===== config.mk =====
export PLATFORM = sky130hd
export DESIGN_NAME = tcw_cursor
export DESIGN_NICKNAME = d
export VERILOG_FILES = /design/src/sv/assert_macros.svh /design/src/sv/tcw_pkg.sv /design/src/sv/tcw_cursor.sv
export SDC_FILE = /design/constraint.sdc
export NUM_CORES = 1
export LEC_CHECK = 0
export ABC_AREA = 1
export BUFFER_PORTS_ARGS = -buffer_cell sky130_fd_sc_hd__buf_2
export CORE_UTILIZATION = 50
export DETAILED_ROUTE_END_ITERATION = 16
export PLACE_DENSITY_LB_ADDON = 0.05
export SETUP_SLACK_MARGIN = 0.2
export SYNTH_ARGS = -nofsm -noshare
export SYNTH_HDL_FRONTEND = slang
export SYNTH_SLANG_ARGS = --single-unit

===== constraint.sdc =====
create_clock -name vclk -period 1.9
set_clock_uncertainty 0.1 [all_clocks]
set_input_delay 0.095 -clock vclk [all_inputs]
set_output_delay 0.095 -clock vclk [all_outputs]
set_load 0.01 [all_outputs]

===== src/sv/assert_macros.svh =====
// Assertion macros used by the console writer RTL.
`ifndef ASSERT_MACROS_SVH
`define ASSERT_MACROS_SVH
`ifndef SYNTHESIS
// Checked while reset is low.
`define TCW_ASSERT(lbl, prop) \
  lbl: assert property (@(posedge clk) disable iff (rst) prop) \
    else $error("console assertion failed");
// Checked on every edge, reset included.
`define TCW_ASSERT_ALWAYS(lbl, prop) \
  lbl: assert property (@(posedge clk) prop) \
    else $error("console assertion failed");
`else
`define TCW_ASSERT(lbl, prop)
`define TCW_ASSERT_ALWAYS(lbl, prop)
`endif
`endif


===== src/sv/tcw_pkg.sv =====
// Types and constants for the text console writer.
package tcw_pkg;

  localparam int COL_W = 7;
  localparam int ROW_W = 5;
  localparam int POS_W = 13;

  localparam logic [1:0] MODE_PUT   = 2'd0;
  localparam logic [1:0] MODE_READ  = 2'd1;
  localparam logic [1:0] MODE_CLEAR = 2'd2;

  localparam logic [7:0] CH_TAB = 8'h09;
  localparam logic [7:0] CH_LF  = 8'h0A;
  localparam logic [7:0] CH_VT  = 8'h0B;
  localparam logic [7:0] CH_FF  = 8'h0C;
  localparam logic [7:0] CH_CR  = 8'h0D;

  localparam logic [15:0] BLANK_CELL = 16'h0F00;

  localparam logic REG_FG = 1'b0;
  localparam logic REG_BG = 1'b1;

  typedef struct packed {
    logic             print;
    logic             scroll;
    logic [COL_W-1:0] col;
    logic [ROW_W-1:0] row;
  } cur_upd_t;

endpackage


===== src/sv/tcw_cursor.sv =====
// Cursor update for one character byte: control codes, wrap and scroll.
module tcw_cursor
  import tcw_pkg::*;
#(
  parameter int COLUMNS = 80,
  parameter int ROWS    = 25
) (
  input  logic [7:0]       char_code,
  input  logic [COL_W-1:0] col,
  input  logic [ROW_W-1:0] row,
  output cur_upd_t         upd
);

  logic [COL_W:0] col_w;
  logic [ROW_W:0] row_w;
  logic           print;

  always_comb begin
    col_w = {1'b0, col};
    row_w = {1'b0, row};
    print = 1'b0;
    unique case (char_code)
      CH_LF: begin
        col_w = '0;
        row_w = row_w + 1'b1;
      end
      CH_TAB: col_w = col_w + (COL_W+1)'(4);
      CH_VT, CH_FF: row_w = row_w + 1'b1;
      CH_CR: col_w = '0;
      default: begin
        print = 1'b1;
        col_w = col_w + 1'b1;
      end
    endcase
    // tab overshoot is dropped, not carried into the next row
    if (col_w >= (COL_W+1)'(COLUMNS)) begin
      col_w = '0;
      row_w = row_w + 1'b1;
    end
    upd.print  = print;
    upd.scroll = 1'b0;
    upd.col    = col_w[COL_W-1:0];
    upd.row    = row_w[ROW_W-1:0];
    if (row_w >= (ROW_W+1)'(ROWS)) begin
      upd.scroll = 1'b1;
      upd.row    = ROW_W'(ROWS - 1);
    end
  end

endmodule


==> results.txt, run 1 <==
Run status: aborted with a tool error
Fail Step: global routing
Run Error: [ERROR DPL-0038] Utilization greater than 100%, impossible to legalize
Post-synthesis cell type count: 29
Synth warn: 0
Cell row count: 15
Die Wd: 44.83 µm
Mapped cell area: 917.1 µm²
HPWL Detailed: 2055 µm
Sequential fraction of the synthesis area: 0%
Post-synthesis average cell area: 5.917 µm²
Largest net degree at the start of global routing: 9
Crit. endpoint post-GRT repair: upd[1]
Hold_buf cts: 0
Initial Utilization: 53.12%
Mapped Cells: 155
I/O Pins: 34
Die Y: 44.83 µm
Port Buffers: 34
Placed Area: 0.001359 mm²
Worst endpoint pin kind: output port
Synth Net Count: 179
GP Congestion: 0.8766
[through the flow]
step                utilization, %  hold WS [ns]  setup TNS, ns  setup slack [ns]  cells
floorplan                        -        0.1732              0            0.1453    155
global placement             78.70        0.4601        -0.4104           -0.1021    240
detailed placement           78.70        0.4737         -1.034           -0.2129    240
CTS                          91.96        0.4780        -0.2922          -0.06767    247
[what timing repair did]
item,CTS
resized for setup,42
pin swaps,16
gates cloned,0
endpoints found under the hold margin,0
setup buffers,7
endpoints found under the setup margin,13
[cell usage after synthesis]
master	number	area share [%]
nor2_4	1	1.2
buf_4	2	1.6
xor2_1	5	4.8
nand3_2	2	2.2
o21ai_0	4	2.2
nor2_1	23	9.4
o21ai_2	1	0.96
nand2_2	11	7.5
o21ai_1	1	0.55
nand2_8	1	2.2
buf_8	1	1.6
nor2_2	5	3.4
xnor2_1	3	2.9
xnor2_4	1	3.0
nand3_4	1	1.9
nand3_1	14	7.6
a211oi_1	1	0.82
nand2_1	35	14
nand2_4	5	6.1
a22oi_1	1	0.82
a31oi_1	1	0.68
nand3b_1	1	0.82
inv_4	2	1.4
inv_1	20	8.2
a221oi_1	1	0.96
ha_1	4	5.5
nor3_1	3	1.6
a41oi_4	1	3.0
nand4_1	4	2.7
[cells by family after synthesis]
logic type / share of synthesized area [%]
compound gates: 9.960
xor+xnor: 10.64
fa+ha+maj: 5.457
buf+inv: 12.82
simple gates: 61.12
==> inputs of run 2 (changes only) <==
CORE_AREA = 2 2 63 65   (was default)
CORE_UTILIZATION = default   (was 50)
DIE_AREA = 0 0 65 67   (was default)
PLACE_DENSITY_LB_ADDON = 0.15   (was 0.05)
SETUP_SLACK_MARGIN = default   (was 0.2)
==> results.txt, run 2 <==
Run status: finished, violations left
Failing checks: negative setup slack
Post-synthesis cell type count: 29
Post-synthesis average cell area: 5.917 µm²
Number of clock buffers in the layout: 0
Vias per inst: 4.416
I/O Pins: 34
Layout Area Growth over Synthesis: 85.13%
Placed Area: 0.001358 mm²
Filler cells: 382
Rel. slew slack: 75.59%
WP data required: 1.70 ns
Synth area leader: nand2_1
Max incr delay on CP: 0.17 ns
CP Launch Type: input port
Internal power: 0.0002025 W
Core Util, Final: 47.09%
DRT Pass-1 Iters: 4
Port Buffers: 34
Die Area: 0.004355 mm²
Leakage: 0.8544 nW
Hold EP: upd[5]
Clock share of power: 0%
All-layer global routing usage: 12.50%
Initial DRC count: 26
Fin cells: 279
Cell family with most CP delay: simple AND/OR/NAND/NOR gates
Vias: 1232
PnR worst setup slack: -0.1785 ns
CP Capture Type: output pin
Pre-CTS setup slack: -0.2128 ns
Final Critical Period: 2.078 ns
WHS Path Cells: 4
Sw Ratio: 50.75%
Reg power frac: 0%
Crit Path Class: input port to output pin
WL final: 2874 µm
Final-report hold violation count: 0
Area of the core: 0.003606 mm²
GP Congestion: 0.8188
Die Wd: 65 µm
Worst Path Max Fanout: 6
RSZ-0062 raised after global routing: true
Period utilisation layout: 109.4%
Grt total ovfl: 0
Crit-path cells: buf_2 -> ha_4 -> nand3_2 -> nor2_2 -> xor2_1 -> nand2_1 -> nand3_2 -> nand2_4 -> nand2_8 -> buf_6 -> nand2_2 -> nand2_2 -> nand3_2 -> nand2_4 -> nand2_4 -> nor2_2 -> buf_2
Max Cap Viol: 0
Hold_sp: col[0]
P_sw: 0.0002087 W
First-pass GRT wire length: 4498 µm
Slowest stage cell, crit path: ha_4
Synth Net Count: 179
Sequential fraction of the synthesis area: 0%
Final sequential cell count: 0
Fmax: 0.4811 GHz
Top cells by count, synth: nand2_1 (35), nor2_1 (23), inv_1 (20), nand3_1 (14), nand2_2 (11)
Worst path buffer plus inverter count: 3
Register area: 0 µm²
Fin nets: 257
Comb power frac: 100.0%
Largest net degree at the start of global routing: 8
Mapped cell area: 917.1 µm²
Top cell type's share of synthesized area: 14.32%
Synth warn: 0
Most frequent cells in the layout: buf_4 (43), nand2_1 (30), buf_2 (27), inv_1 (14), nand2_2 (13)
Worst vdd ir: 0.1062 mV
CP Data Arrival Time: 1.88 ns
Drt drc: 0
WL/cell: 10.30 µm
Layout cells sized above 1: 62.34%
Cell area after layout: 0.001698 mm²
Top cells by area, synth: nand2_1 (14%), nor2_1 (9.4%), inv_1 (8.2%)
Power per Cell Area: 242.2 mW/mm²
Slew Limit Fails: 0
Die Y: 67 µm
Initial Utilization: 25.43%
Setup-failing EPs final: 8
Most common cell after layout, fill and taps aside: buf_4
Dpl cells: 266
HPWL Detailed: 2198 µm
Most instantiated library cell after synthesis: nand2_1
Vias in the first global route: 1123
Hold/Removal Path Class: input port to output pin
Cell row count: 22
Slew @ Worst Pin: 0.3634 ns
Initial antenna violation count: 0
Antenna-violating nets left: 0
# diodes: 0
Mapped Cells: 155
==> run 2: cell counts after synthesis <==
Identical to the previous run, type by type.
==> run 2: worst min-delay path: stages <==
cell and delay, ns:
buf_2 0.12, buf_4 0.14, a211oi_2 0.05, buf_2 0.13
==> run 2: how the worst max path moves through the flow <==
stage / startpoint / end / slack (ns) / depth (start not counted)
5_1_grt: col[2] / upd[2] / -0.31 / 17
4_1_cts: char_code[7] / upd[2] / -0.16 / 17
3_3_place_gp: char_code[7] / upd[0] / -0.16 / 19
6_report: col[3] / upd[2] / -0.18 / 17
3_5_place_dp: char_code[7] / upd[2] / -0.21 / 19
2_1_floorplan: char_code[7] / upd[0] / 0.05 / 18
==> run 2: metal layers <==
metal / GRT usage [%] / routed length [µm] / vias to the layer above / part of all wire (%)
met5: 0 / 0 / - / 0
met3: 0.1689 / 71 / 4 / 2.5
met1: 15.00 / 1192 / 557 / 41
li1: - / - / 647 / -
met2: 25.13 / 1575 / 24 / 55
met4: 1.596 / 34 / 0 / 1.2
==> run 2: layout make-up <==
| cell class | instances | area, µm² | share of cell area [%] |
|---|---|---|---|
| Multi-Input combinational cell | 130 | 987.2 | 58.14 |
| Tap cell | 48 | 60.06 | 3.537 |
| Timing Repair Buffer | 79 | 563.0 | 33.16 |
| Inverter | 22 | 87.58 | 5.158 |
==> run 2: cells by family (layout without fill, tap and decap cells) <==
group / Yosys count / in the layout / synth area share [%]
buffers and inverters: 25 / 101 / 12.82
AO/OA/AOI/OAI: 11 / 11 / 9.960
adder cells (fa/ha/maj): 4 / 4 / 5.457
AND/OR/NAND/NOR: 106 / 106 / 61.12
XOR/XNOR: 9 / 9 / 10.64
==> run 2: stage by stage <==
step,hold slack (ns),TNS [ns],total power (W)
after global placement,0.4767,-0.8399,0.0003103
after floorplan,0.1732,0,0.0001792
final,0.5276,-0.9160,0.0004112
after detailed placement,0.4789,-1.082,0.0003158
after CTS,0.4931,-0.9401,0.0003661
after global routing,0.5507,-1.950,0.0004492
==> run 2: power by group through the flow <==
stage	Combinational, W	Sequential, W	Clock [W]
global placement	0.000310	0	0
floorplan	0.000179	0	0
global route	0.000449	0	0
finish	0.000411	0	0
detailed placement	0.000316	0	0
CTS	0.000366	0	0
==> run 2: what timing repair did <==
action,in CTS,in global routing
setup endpoints to repair,7,13
hold buffers,0,0
setup buffers,8,6
gates cloned,0,0
pin swaps,11,19
gates resized for setup,37,28
(Power assumes the default switching activity.)
==> inputs of run 3 (changes only) <==
SETUP_SLACK_MARGIN = 0.15   (was default)
==> results.txt, run 3 (same netlist as run 2, synthesis figures left out) <==
Hold/Removal Path Class: input port to output pin
Worst vdd ir: 0.08076 mV
Die Wd: 65 µm
Drt drc: 0
Filler cells: 370
Slew Limit Fails: 0
Hold Slack: 0.5090 ns
# diodes: 0
Layout cells sized above 1: 65.52%
Antenna-violating nets left: 0
Layout Area Growth over Synthesis: 103.0%
HPWL Detailed: 2203 µm
Initial antenna violation count: 0
Vias per inst: 4.336
Setup-failing EPs final: 7
WP data required: 1.70 ns
Die Area: 0.004355 mm²
GP Congestion: 0.8775
Final sequential cell count: 0
Power per Cell Area: 245.1 mW/mm²
Largest net degree at the start of global routing: 9
Fmax: 0.4989 GHz
Run status: finished, violations left
All-layer global routing usage: 12.15%
WHS Path Cells: 4
Most frequent cells in the layout: buf_4 (43), nand2_1 (23), buf_2 (19), nand2_2 (18)
Crit Path Class: input port to output pin
Area of the core: 0.003606 mm²
First-pass GRT wire length: 4409 µm
Initial Utilization: 25.43%
Fin nets: 258
Final Critical Period: 2.005 ns
CP Launch Type: input port
Register area: 0 µm²
WL final: 2760 µm
Grt total ovfl: 0
Vias: 1214
Cell row count: 22
RSZ-0062 raised after global routing: true
Period utilisation layout: 105.5%
Max Cap Viol: 0
DRT Pass-1 Iters: 4
Failing checks: negative setup slack
Final-report hold violation count: 0
Rel. slew slack: 75.01%
Worst Path Max Fanout: 8
Number of clock buffers in the layout: 0
Port Buffers: 34
PnR worst setup slack: -0.1046 ns
Core Util, Final: 51.63%
WL/cell: 9.857 µm
CP Data Arrival Time: 1.81 ns
Die Y: 67 µm
Final setup TNS: -0.4040 ns
Most common cell after layout, fill and taps aside: buf_4
I/O Pins: 34
Vias in the first global route: 1083
Slew @ Worst Pin: 0.3720 ns
CP Capture Type: output pin
Leakage: 0.9005 nW
Initial DRC count: 32
## run 3: cell count changes in the layout (fill, tap and decap cells not counted), sizes merged
cell	before	now
clkbuf	0	1
## run 3: path summary, 6_finish.rpt
| kind | end | slack, ns | start |
|---|---|---|---|
| worst max-delay path | upd[1] | -0.10 | char_code[7] |
| worst min-delay path | upd[6] | 0.51 | col[1] |
## run 3: cell type report
type                            count  area, µm²  share of cell area, %
Timing Repair Buffer               80      620.6                  33.33
Tap cell                           48      60.06                  3.226
Multi-Input combinational cell    130       1081                  58.06
Inverter                           22      100.1                  5.376
## run 3: worst max-delay path: stages
cell and delay, ns:
buf_6 0.10, nor2_4 0.12, nand4_1 0.24, nand2_8 0.19, nor2_4 0.06, nor2_4 0.08, nand2_2 0.07, nand2_4 0.11
nand2_8 0.09, nand2_2 0.07, nand2_2 0.05, inv_2 0.05, nand3_2 0.06, nand2_2 0.11, nand2_4 0.09, nor2_4 0.12
buf_6 0.10
## run 3: timing repair
item                       4_1_cts  5_1_grt
pin swaps                       20       31
hold buffers                     0        0
setup endpoints to repair       13       13
buffers inserted                 2        7
gates cloned                     0        0
resized for setup               31       52
hold endpoints to repair         0        0
## run 3: stage by stage
step                      worst slack [ns]  instances  total power [W]  area, µm²
after floorplan                     0.1393        155        0.0001973      969.7
after global placement             -0.1178        271        0.0003391       1448
after detailed placement           -0.1712        271        0.0003438       1448
after CTS                          -0.1129        273        0.0003943       1589
after global routing               -0.2344        280        0.0004960       1862
final                              -0.1046        280        0.0004563       1862
## run 3: where the power goes
part | total, W | switching [W] | internal [W]
registers | 0 | 0 | 0
clock network | 0 | 0 | 0
logic | 0.000456 | 0.000226 | 0.000230
total | 0.000456 | 0.000226 | 0.000230
## run 3: metal layers
layer	part of all wire, %	track usage [%]	vias up	wire length [µm]
met1	46	16.23	539	1261
met3	3.4	0.1689	0	93
met5	0	0	-	0
li1	-	-	654	-
met2	51	23.07	21	1405
met4	0	0	0	0
